<file path="src/afit_pkg.sv">
// ----------------------------------------------------------------------------
// afit_pkg
// Shared widths, types, status codes and the solver step table for the
// affine least-squares fit unit.
// ----------------------------------------------------------------------------
package afit_pkg;

  localparam int CoordW    = 24;
  localparam int CntW      = 13;
  localparam int SumW      = 36;
  localparam int MomW      = 60;
  localparam int ProdW     = 2 * CoordW;
  localparam int MaxPairs  = 4096;
  localparam int FracBits  = 8;
  localparam int CoefW     = 64;
  localparam int WideW     = 256;
  localparam int MulBW     = 64;
  localparam int MulCntW   = $clog2(MulBW);
  localparam int DivCntW   = $clog2(WideW);
  localparam int QDepth    = 2;
  localparam int QPtrW     = $clog2(QDepth);
  localparam int QCntW     = $clog2(QDepth + 1);
  localparam int NumCoef   = 6;
  localparam int CoefIdxW  = $clog2(NumCoef);
  localparam int MinPairs  = 3;
  localparam int Shift0    = 32 - FracBits;
  localparam int ShiftGain = 32;

  // step table layout
  localparam int PcW       = 5;
  localparam int DetStep   = 14;
  localparam int NumStart  = 15;
  localparam int NumEnd    = 23;

  typedef enum logic [1:0] {
    ST_OK       = 2'd0,
    ST_FEW      = 2'd1,
    ST_SINGULAR = 2'd2
  } fit_status_t;

  // snapshot of all running sums for one set
  typedef struct packed {
    logic [CntW-1:0] cnt;
    logic [SumW-1:0] sx;
    logic [SumW-1:0] sy;
    logic [SumW-1:0] su;
    logic [SumW-1:0] sv;
    logic [MomW-1:0] sxx;
    logic [MomW-1:0] syy;
    logic [MomW-1:0] sxy;
    logic [MomW-1:0] sxu;
    logic [MomW-1:0] syu;
    logic [MomW-1:0] sxv;
    logic [MomW-1:0] syv;
  } afit_sums_t;

  // queue status seen by the front
  typedef struct packed {
    logic [QCntW-1:0] used;
  } afit_q_stat_t;

  typedef enum logic [3:0] {
    A_SX, A_SY, A_SXX, A_SYY, A_SXY,
    A_CA, A_CB, A_CC, A_CE, A_CG, A_CH
  } a_sel_t;

  typedef enum logic [3:0] {
    B_CNT, B_SX, B_SY, B_SXX, B_SYY, B_SXY, B_ST, B_SXT, B_SYT
  } b_sel_t;

  typedef enum logic [3:0] {
    D_NONE, D_CA, D_CB, D_CC, D_CE, D_CG, D_CH, D_DET, D_N0, D_N1, D_N2
  } dst_t;

  typedef enum logic [1:0] {
    OP_SET, OP_ADD, OP_SUB
  } acc_op_t;

  typedef struct packed {
    a_sel_t  a_sel;
    b_sel_t  b_sel;
    acc_op_t op;
    dst_t    dst;
  } ustep_t;

  // multiply-accumulate program: cofactors, determinant, then numerators
  function automatic ustep_t ucode(logic [PcW-1:0] pc);
    ustep_t s;
    unique case (pc)
      5'd0:  s = '{A_SXX, B_SYY, OP_SET, D_NONE};
      5'd1:  s = '{A_SXY, B_SXY, OP_SUB, D_CA};
      5'd2:  s = '{A_SX,  B_SYY, OP_SET, D_NONE};
      5'd3:  s = '{A_SY,  B_SXY, OP_SUB, D_CB};
      5'd4:  s = '{A_SX,  B_SXY, OP_SET, D_NONE};
      5'd5:  s = '{A_SY,  B_SXX, OP_SUB, D_CC};
      5'd6:  s = '{A_SYY, B_CNT, OP_SET, D_NONE};
      5'd7:  s = '{A_SY,  B_SY,  OP_SUB, D_CE};
      5'd8:  s = '{A_SXY, B_CNT, OP_SET, D_NONE};
      5'd9:  s = '{A_SX,  B_SY,  OP_SUB, D_CG};
      5'd10: s = '{A_SXX, B_CNT, OP_SET, D_NONE};
      5'd11: s = '{A_SX,  B_SX,  OP_SUB, D_CH};
      5'd12: s = '{A_CA,  B_CNT, OP_SET, D_NONE};
      5'd13: s = '{A_CB,  B_SX,  OP_SUB, D_NONE};
      5'd14: s = '{A_CC,  B_SY,  OP_ADD, D_DET};
      5'd15: s = '{A_CA,  B_ST,  OP_SET, D_NONE};
      5'd16: s = '{A_CB,  B_SXT, OP_SUB, D_NONE};
      5'd17: s = '{A_CC,  B_SYT, OP_ADD, D_N0};
      5'd18: s = '{A_CE,  B_SXT, OP_SET, D_NONE};
      5'd19: s = '{A_CB,  B_ST,  OP_SUB, D_NONE};
      5'd20: s = '{A_CG,  B_SYT, OP_SUB, D_N1};
      5'd21: s = '{A_CC,  B_ST,  OP_SET, D_NONE};
      5'd22: s = '{A_CG,  B_SXT, OP_SUB, D_NONE};
      5'd23: s = '{A_CH,  B_SYT, OP_ADD, D_N2};
      default: s = '{A_SX, B_SX, OP_SET, D_NONE};
    endcase
    return s;
  endfunction

  function automatic logic [WideW-1:0] wide_of_sum(logic [SumW-1:0] v);
    return {{(WideW-SumW){v[SumW-1]}}, v};
  endfunction

  function automatic logic [WideW-1:0] wide_of_mom(logic [MomW-1:0] v);
    return {{(WideW-MomW){v[MomW-1]}}, v};
  endfunction

  function automatic logic [MulBW-1:0] b_of_sum(logic [SumW-1:0] v);
    return {{(MulBW-SumW){v[SumW-1]}}, v};
  endfunction

  function automatic logic [MulBW-1:0] b_of_mom(logic [MomW-1:0] v);
    return {{(MulBW-MomW){v[MomW-1]}}, v};
  endfunction

endpackage

</file>
<file path="src/afit_queue.sv">
// ----------------------------------------------------------------------------
// afit_queue
// Short queue of finished sum sets between the accumulator and the solver.
// ----------------------------------------------------------------------------
module afit_queue (
  input  logic                   clk,
  input  logic                   rst_n,
  input  logic                   push,
  input  afit_pkg::afit_sums_t   push_data,
  input  logic                   pop,
  output logic                   head_valid,
  output afit_pkg::afit_sums_t   head_data,
  output afit_pkg::afit_q_stat_t stat
);
  import afit_pkg::*;

  afit_sums_t       mem_r [QDepth];
  logic [QPtrW-1:0] wr_ptr_r, rd_ptr_r;
  logic [QCntW-1:0] used_r;

  assign head_valid = (used_r != '0);
  assign head_data  = mem_r[rd_ptr_r];
  assign stat.used  = used_r;

  // storage
  always_ff @(posedge clk) begin
    if (push) begin
      mem_r[wr_ptr_r] <= push_data;
    end
  end

  // pointers and fill level
  always_ff @(posedge clk) begin
    if (!rst_n) begin
      wr_ptr_r <= '0;
      rd_ptr_r <= '0;
      used_r   <= '0;
    end else begin
      if (push) begin
        wr_ptr_r <= wr_ptr_r + QPtrW'(1);
      end
      if (pop) begin
        rd_ptr_r <= rd_ptr_r + QPtrW'(1);
      end
      used_r <= used_r + QCntW'(push) - QCntW'(pop);
    end
  end

endmodule

</file>
<file path="config.mk">
export PLATFORM = sky130hd
export DESIGN_NAME = afit_queue
export DESIGN_NICKNAME = d
export VERILOG_FILES = /design/src/afit_pkg.sv /design/src/afit_queue.sv
export SDC_FILE = /design/constraint.sdc
export NUM_CORES = 1
export LEC_CHECK = 0
export ABC_CLOCK_PERIOD_IN_PS = 95300
export BUFFER_PORTS_ARGS = -buffer_cell sky130_fd_sc_hd__buf_2
export CORE_AREA = 2 2 457 459
export DETAILED_ROUTE_END_ITERATION = 7
export DIE_AREA = 0 0 459 461
export HOLD_SLACK_MARGIN = 0.05
export PLACE_DENSITY = 0.4
export SYNTH_ARGS = -nofsm -noshare
export SYNTH_HDL_FRONTEND = slang
export SYNTH_SLANG_ARGS = --single-unit
export TNS_END_PERCENT = 30
</file>
<file path="constraint.sdc">
create_clock -name clk -period 95.3 [get_ports clk]
set_input_delay 23.825 -clock clk [delete_from_list [all_inputs] [get_ports clk]]
set_output_delay 23.825 -clock clk [all_outputs]
set_load 0.02 [all_outputs]
</file>
==> summary.txt, run 1 <==
Outcome
  – Outcome: finished, final reports clean

Floorplan
  – Die W: 459 um
  – Initial Utilization: 0.204
  – Die Height: 461 um
  – IO Count: 1161
  – Row count: 167
  – Core ar.: 206000 um2
  – Die area: 212000 um2

Clocking
  – Htree depth: 4
  – Number of CTS-inserted buffers: 138
  – Post-cts hold buffer count: 0
  – Root Driver: clkbuf_16
  – Later-pin clock latency in the skew report: 0.77 ns
  – CTS tree: done
  – Clk buf depth: 3
  – CTS clock-pin slew for the worst setup and hold paths: 0.06 ns
  – CTS sink count: 1159
  – Cts repair resizes: 0
  – Setup bufs post-CTS: 0

Synth
  – Yosys warns: 0
  – Seq/Total Area, Yosys: 0.826
  – Post-Syn Area: 42100 um2
  – Yosys cell types: 13
  – Cell count after synthesis: 1815
  – Post-synthesis sequential element count: 1159
  – Avg Inst Size Synth: 23.2 um2
  – Post-Syn Nets: 2398

Critical path
  – CP max stage delay: 0.96 ns
  – CP Depth: 7
  – Top delay family on crit path: buffers and inverters
  – Kind of start point of the critical path: register
  – Worst Setup End Kind: output pin
  – CP max FO: 86
  – CP max-delay cell: dfxtp_4
  – CP Class: register to output pin
  – Critical Path RT: 71.47 ns
  – Worst Setup EP: head_data[321]
  – Reg-to-reg endpoint: mem_r[0][107]
  – R2R depth: 5
  – Reg2reg start: wr_ptr_r
  – Reg2reg setup slack: 90.48 ns
  – CP most frequent cell: buf_4
  – Critical-path cell list: buf_4 -> buf_4 -> buf_4 -> buf_4 -> buf_4 -> mux2_2 -> buf_2
  – Critical Path AT: 6.45 ns
  – Bufs and invs on worst path: 6

Global route
  – Pin count of the biggest net entering global routing: 131
  – Number of global-route vias before repair: 23400
  – Initial antenna violation count: 90
  – First-pass GRT wire length: 191000 um
  – Gr usage total: 0.129
  – Overflow left after global routing: 0

Pwr
  – VDD IR-drop max: 16.8 uV
  – P_int: 927 uW
  – NetSw: 310 uW
  – Reg power frac: 0.484
  – Clk pwr share: 0.399
  – Lkg Pwr: 19.9 nW
  – Combinational Power Share: 0.117
  – Net Sw Frac: 0.250
  – Power Dens Cells: 22.5 nW/um2

Timing
  – Sum Neg Setup Slack: 0 ns
  – Setup violators final: 0
  – Worst slew pin tran: 1.03 ns
  – Clk_skew: 0.0287 ns
  – Achievable frequency: 33.0 MHz
  – RSZ-0062 raised after global routing: no
  – Hold Vio Cnt, Final: 0
  – Worst slew margin: 0.312
  – Tmin final: 30.27 ns
  – Max-slew violation count: 0
  – Tcrit/Tclk final: 0.318

Final layout
  – Layout area overhead: 30.9%
  – Commonest non-fill, non-tap cell in the layout: buf_2
  – Fin cells: 5905
  – Final net count: 3659
  – Share of layout cells above drive strength 1: 0.610
  – Number of fill cells: 21200
  – Most frequent cells in the layout: 1160 x buf_2, 1154 x edfxtp_1, 577 x mux2_2, 142 x clkbuf_16, 48 x clkbuf_1

Placement
  – Placer congestion estimate: 0.845
  – Cells after DPL: 5640
  – Port bufs: 1160
  – Detail Placement HPWL: 107000 um

Route
  – WL final: 143000 um
  – Drt first pass iters: 6
  – Detailed Route Iter0 Violations: 1300
  – Routed Antenna Nets: 0
  – DRC viols: 0
  – Vias: 22600
  – Drt wl/cell: 24.2 um
  – DR vias/cell: 3.82

Job
  – Maxcap violations: 0

Min path
  – Worst hold path class: register to register
-- power groups by stage --
stage	logic (mW)	registers (mW)	clock network [mW]
after floorplan	0.0863	0.626	0
final	0.145	0.598	0.493
after global routing	0.155	0.601	0.530
after CTS	0.150	0.599	0.511
after global placement	0.149	0.609	0
after detailed placement	0.149	0.609	0
-- registers in the layout, indices dropped and copies added, names as in the netlist, named ones only --
signal,cells
mem_r,1154
rd_ptr_r,1
wr_ptr_r,1
stat,2
-- worst register-to-register path, stage by stage (launching register included) --
cell     delay, ns
dfxtp_1       0.34
nor2b_4       0.76
buf_4         0.91
buf_12        0.72
buf_4         0.83
buf_4         0.81
-- area by class of cell --
type                    instances  area, um2  area share
flip-flops and latches       1159      34800       0.631
multi-input cells             590       6620       0.120
repair buffers               1185       6030       0.110
clock buffers                 190       3730      0.0678
well taps                    2704       3380      0.0614
clock inverters                59        484     0.00879
diodes                         16       40.0    0.000727
inverters                       2       7.51    0.000136
-- cell families (layout without fill, tap and decap cells) --
kind of cell	after synthesis	in the layout	share of synthesized area
muxes	577	577	0.154
AOI/OAI and AO/OA	1	1	0.000179
xor gates and xnor gates	2	2	0.000744
buffers and inverters	66	1436	0.0167
adders and majority gates	2	2	0.000595
other	0	16	0
DFF	1159	1159	0.826
and+or+nand+nor	8	8	0.00119
-- routing by layer --
layer  routed length (um)  vias up  GRT usage  part of all wire
li1                     -     9866          -                 -
met1                52100    11300      0.138              0.37
met2                69000      957      0.216              0.48
met3                15500      341     0.0670              0.11
met4                 5370      114     0.0522             0.038
met5                  694        -          0            0.0049
-- synth_stat cells --
cell | count | area share
and2_1 | 4 | 0.00059
buf_2 | 4 | 0.00048
buf_6 | 60 | 0.016
dfxtp_1 | 5 | 0.0024
edfxtp_1 | 1154 | 0.82
ha_1 | 2 | 0.00059
inv_1 | 2 | 0.00018
mux2_2 | 577 | 0.15
nor2b_1 | 3 | 0.00045
o21a_1 | 1 | 0.00018
or2_2 | 1 | 0.00015
xnor3_1 | 1 | 0.00054
xor2_1 | 1 | 0.00021
-- stage by stage --
| stage | util | hold slack, ns | power [mW] | area, um2 | setup WS [ns] |
|---|---|---|---|---|---|
| 2_1_floorplan | - | 0.555 | 0.712 | 42100 | 44.87 |
| 3_3_place_gp | 0.246 | 0.554 | 0.758 | 50800 | 65.73 |
| 3_5_place_dp | 0.246 | 0.561 | 0.758 | 50800 | 65.70 |
| 4_1_cts | 0.267 | 0.573 | 1.26 | 55000 | 64.81 |
| 5_1_grt | 0.267 | 0.608 | 1.29 | 55000 | 64.50 |
| 6_report | 0.267 | 0.571 | 1.24 | 55100 | 65.03 |
-- worst min-delay path by stage --
stage / start / end / depth (start not counted)
final: rd_ptr_r / register / 2
after global routing: rd_ptr_r / register / 2
after CTS: rd_ptr_r / register / 2
after detailed placement: rd_ptr_r / register / 2
after global placement: rd_ptr_r / register / 2
after floorplan: rd_ptr_r / register / 2
(Power assumes the default switching activity.)
==> run 2, diff against run 1 <==
- ABC_CLOCK_PERIOD_IN_PS: 95300 -> 27900
- CORE_AREA: 2 2 457 459 -> 2 2 447 449
- DIE_AREA: 0 0 459 461 -> 0 0 449 451
- PLACE_DENSITY: 0.4 -> 0.41
- clock period: 95.3 -> 27.9 ns (I/O delays scaled with it)
==> run 2 against run 1 <==
- via count up 0.24%
- flip-flop and latch count is the same
- utilization is 1.1 points higher
- count of clock-buffer cells in the layout down 8
- die area is 4.3% lower
- sequential share of layout area grew 0.11 points
- non-clock buffer count up 3
- first-iteration DRC count rose by 0.92%
- routed wire length decreased by 0.32%
==> summary.txt, run 2 (synthesis gave the netlist of run 1 again) <==
Outcome
  – Outcome: finished, final reports clean

Critical path
  – Critical Path RT: 20.92 ns
  – Worst Setup End Kind: output pin
  – CP max FO: 119
  – CP Class: register to output pin
  – Critical Path AT: 4.91 ns
  – Kind of start point of the critical path: register

Floorplan
  – Row count: 164
  – Die area: 202000 um2
  – Core ar.: 198000 um2
  – Die W: 449 um
  – Initial Utilization: 0.212
  – IO Count: 1161
  – Die Height: 451 um

Global route
  – Pin count of the biggest net entering global routing: 120
  – Initial antenna violation count: 108
  – Overflow left after global routing: 0
  – First-pass GRT wire length: 190000 um
  – Number of global-route vias before repair: 22900
  – Gr usage total: 0.136

Placement
  – Port bufs: 1160
  – Placer congestion estimate: 0.836
  – Detail Placement HPWL: 106000 um

Route
  – WL final: 142000 um
  – Routed Antenna Nets: 0
  – Detailed Route Iter0 Violations: 1312
  – DR vias/cell: 3.87
  – Vias: 22600
  – Drt wl/cell: 24.3 um
  – Drt first pass iters: 5
  – DRC viols: 0

Pwr
  – Power consumption: 4.22 mW
  – Power Dens Cells: 76.7 nW/um2
  – Lkg Pwr: 19.8 nW
  – VDD IR-drop max: 48.3 uV

Clocking
  – Cts repair resizes: 0
  – Post-cts hold buffer count: 0
  – CTS tree: done
  – CTS sink count: 1159
  – Clk buf depth: 3
  – Root Driver: clkbuf_16
  – CTS clock-pin slew for the worst setup and hold paths: 0.05 ns
  – Later-pin clock latency in the skew report: 0.76 ns
  – Htree depth: 4
  – Number of CTS-inserted buffers: 139
  – Setup bufs post-CTS: 0

Final layout
  – Max reg flops: 1154
  – Number of fill cells: 20300
  – Layout area overhead: 30.6%
  – Largest Register: mem_r
  – Final net count: 3663
  – Most frequent cells in the layout: 1160 x buf_2, 1154 x edfxtp_1, 577 x mux2_2, 144 x clkbuf_16, 38 x clkbuf_1
  – Commonest non-fill, non-tap cell in the layout: buf_2
  – Share of layout cells above drive strength 1: 0.612

Min path
  – Worst hold path class: register to register

Timing
  – Achievable frequency: 84.1 MHz
  – Sum Neg Setup Slack: 0 ns
  – Tcrit/Tclk final: 0.426
  – Worst slew margin: 0.253
  – Max-slew violation count: 0
  – Worst slew pin tran: 1.12 ns
  – RSZ-0062 raised after global routing: no
  – Tmin final: 11.89 ns
  – Clk_skew: 0.0327 ns
  – Setup violators final: 0
  – Hold Vio Cnt, Final: 0

Job
  – Maxcap violations: 0
[run 2: worst max-delay path: stages (launching register included)]
cell and delay, ns:
dfxtp_4 0.84, buf_4 0.87, buf_4 0.87, buf_12 0.44, mux2_2 0.45, buf_2 0.19
[run 2: path summary, 6_finish.rpt]
path	startpoint	end	slack, ns	cells after the start
max	register	head_data[459]	16.01	5
min	rd_ptr_r	register	0.58	2
min reg2reg	rd_ptr_r	register	0.58	2
max reg2reg	wr_ptr_r	mem_r[1][300]	22.43	6
[run 2: metrics by stage]
stage | worst slack [ns] | util | area [um2] | std cells | hold slack, ns
after floorplan | 5.36 | - | 42100 | 1815 | 0.555
after global placement | 15.36 | 0.256 | 50700 | 5595 | 0.567
after detailed placement | 15.43 | 0.256 | 50700 | 5595 | 0.573
after CTS | 15.80 | 0.277 | 54900 | 5834 | 0.583
after global routing | 15.66 | 0.277 | 54900 | 5837 | 0.630
final | 16.01 | 0.277 | 55000 | 5848 | 0.576
[run 2: power breakdown]
part           switching (mW)  internal, mW  leakage [nW]
clock network           0.698         0.979          2.02
registers              0.0196          2.02          10.9
logic                   0.323         0.179          6.94
[run 2: layout make-up]
type	instances	area, um2	area share
diodes	14	35.0	0.000637
clock buffers	182	3750	0.0682
clock inverters	57	428	0.00779
inverters	2	7.51	0.000137
multi-input cells	590	6620	0.120
flip-flops and latches	1159	34800	0.632
well taps	2656	3320	0.0605
repair buffers	1188	6040	0.110
[run 2: layer usage]
metal / global-route usage / share of wire / up-vias
met1: 0.152 / 0.38 / 11500
met3: 0.0534 / 0.080 / 359
li1: - / - / 9865
met5: 0 / 0.0035 / -
met2: 0.241 / 0.51 / 833
met4: 0.0311 / 0.023 / 82
==> run 3, diff against run 2 <==
- ABC_CLOCK_PERIOD_IN_PS: 27900 -> 10200
- CORE_AREA: 2 2 447 449 -> 2 2 456 458
- DIE_AREA: 0 0 449 451 -> 0 0 458 460
- clock period: 27.9 -> 10.2 ns (I/O delays scaled with it)
==> run 3 against run 2 <==
- sequential share of layout area down 0.42 points
- first-iteration DRC count down 2.2%
- combinational power rose to 2.7 times the previous value
- cell area up 0.66%
- clock power rose to 2.9 times the previous value
- critical endpoint is now head_data[349]
- largest power group unchanged
==> summary.txt, run 3 (synthesis gave the netlist of run 1 again) <==
Timing
  – Sum Neg Setup Slack: 0 ns
  – Setup violators final: 0
  – Achievable frequency: 161 MHz
  – Max-slew violation count: 0
  – Worst slew margin: 0.279
  – Tcrit/Tclk final: 0.608
  – Worst slew pin tran: 1.08 ns
  – Final WS setup: 4.00 ns
  – Tmin final: 6.20 ns
  – RSZ-0062 raised after global routing: no
  – Clk_skew: 0.0238 ns
  – Hold Vio Cnt, Final: 0

Route
  – Vias: 22400
  – WL final: 142000 um
  – DRC viols: 0
  – Drt wl/cell: 24.0 um
  – DR vias/cell: 3.79
  – Drt first pass iters: 5
  – Detailed Route Iter0 Violations: 1283
  – Routed Antenna Nets: 0

Critical path
  – Critical Path RT: 7.65 ns
  – CP max FO: 120
  – Worst Setup End Kind: output pin
  – Reg2reg setup slack: 7.29 ns
  – CP max-delay cell: dfxtp_4
  – CP max stage delay: 0.95 ns
  – R2R depth: 3
  – Reg-to-reg endpoint: mem_r[1][201]
  – Kind of start point of the critical path: register
  – Critical Path AT: 3.65 ns
  – Reg2reg start: wr_ptr_r
  – Critical-path cell list: buf_12 -> buf_4 -> mux2_2 -> buf_2
  – CP Class: register to output pin

Final layout
  – Commonest non-fill, non-tap cell in the layout: buf_2
  – Share of layout cells above drive strength 1: 0.615
  – Final Util: 0.269
  – Fin cells: 5917
  – Largest Register: mem_r
  – Final Cell Area: 55300 um2
  – Final net count: 3668
  – Most frequent cells in the layout: 1160 x buf_2, 1154 x edfxtp_1, 577 x mux2_2, 141 x clkbuf_16, 32 x clkbuf_1
  – Number of fill cells: 21000
  – Layout area overhead: 31.5%
  – Max reg flops: 1154

Pwr
  – VDD IR-drop max: 147 uV
  – Combinational Power Share: 0.116
  – Lkg Pwr: 20.0 nW
  – P_int: 8.84 mW
  – Power Dens Cells: 213 nW/um2
  – Clk pwr share: 0.411
  – Reg power frac: 0.473
  – Net Sw Frac: 0.250
  – NetSw: 2.95 mW

Global route
  – Initial antenna violation count: 117
  – Overflow left after global routing: 0
  – First-pass GRT wire length: 189000 um
  – Pin count of the biggest net entering global routing: 123
  – Number of global-route vias before repair: 23200
  – Gr usage total: 0.129

Clocking
  – Clk buf depth: 3
  – CTS tree: done
  – CTS sink count: 1159
  – Setup bufs post-CTS: 0
  – Number of CTS-inserted buffers: 140
  – Htree depth: 4
  – Later-pin clock latency in the skew report: 0.76 ns
  – Cts repair resizes: 0
  – Post-cts hold buffer count: 0
  – Root Driver: clkbuf_16
  – CTS clock-pin slew for the worst setup and hold paths: 0.07 ns

Floorplan
  – Core ar.: 206000 um2
  – Initial Utilization: 0.204
  – Die W: 458 um
  – Die area: 211000 um2
  – Die Height: 460 um
  – IO Count: 1161
  – Row count: 167

Placement
  – Port bufs: 1160
  – Cells after DPL: 5647
  – Dpl ws: 4.74 ns
  – Placed instance area: 50900 um2
  – Detail Placement HPWL: 104000 um
  – Placer congestion estimate: 0.797

Min path
  – Hold Path Depth: 2
  – Hold path startpoint: rd_ptr_r
  – Worst hold path class: register to register

Job
  – Maxcap violations: 0

Outcome
  – Outcome: finished, final reports clean
-- run 3: critical path: cells and delay by family (launching register included) --
kind / cells / cell delay, ns
buf+inv: 3 / 1.17
flops: 1 / 0.95
mux: 1 / 0.38
-- run 3: power groups by stage --
stage	logic (mW)	registers, mW	clock network, mW
3_3_place_gp	1.41	5.68	0
3_5_place_dp	1.41	5.68	0
4_1_cts	1.42	5.58	5.04
5_1_grt	1.46	5.60	5.20
6_report	1.37	5.57	4.85
2_1_floorplan	0.807	5.72	0
-- run 3: metal layers --
metal	global-route usage	wire length, um
met2	0.210	66700
met3	0.0718	16900
met1	0.142	53000
met5	0.00276	769
met4	0.0469	4920
-- run 3: how the worst max path moves through the flow --
stage	cells past startpoint	slack (ns)	start	endpoint
CTS	4	3.85	register	head_data[354]
detailed placement	4	4.74	register	head_data[354]
floorplan	2	-1.41	push	wr_ptr_r
global placement	4	4.76	register	head_data[349]
finish	4	4.00	register	head_data[349]
global route	4	3.74	register	head_data[349]
-- run 3: through the flow --
| stage | total power [mW] | hold WS, ns |
|---|---|---|
| floorplan | 6.52 | 0.555 |
| global placement | 7.09 | 0.565 |
| detailed placement | 7.09 | 0.562 |
| CTS | 12.0 | 0.578 |
| global route | 12.3 | 0.616 |
| finish | 11.8 | 0.554 |
-- run 3: layout make-up --
type                            instances  area [um2]  share of cell area
Antenna cell                           19        47.5            0.000859
Clock buffer                          173        3650              0.0659
Clock inverter                         78         763              0.0138
Inverter                                2        7.51            0.000136
Multi-Input combinational cell        590        6620               0.120
Sequential cell                      1159       34800               0.628
Tap cell                             2704        3380              0.0612
Timing Repair Buffer                 1192        6100               0.110
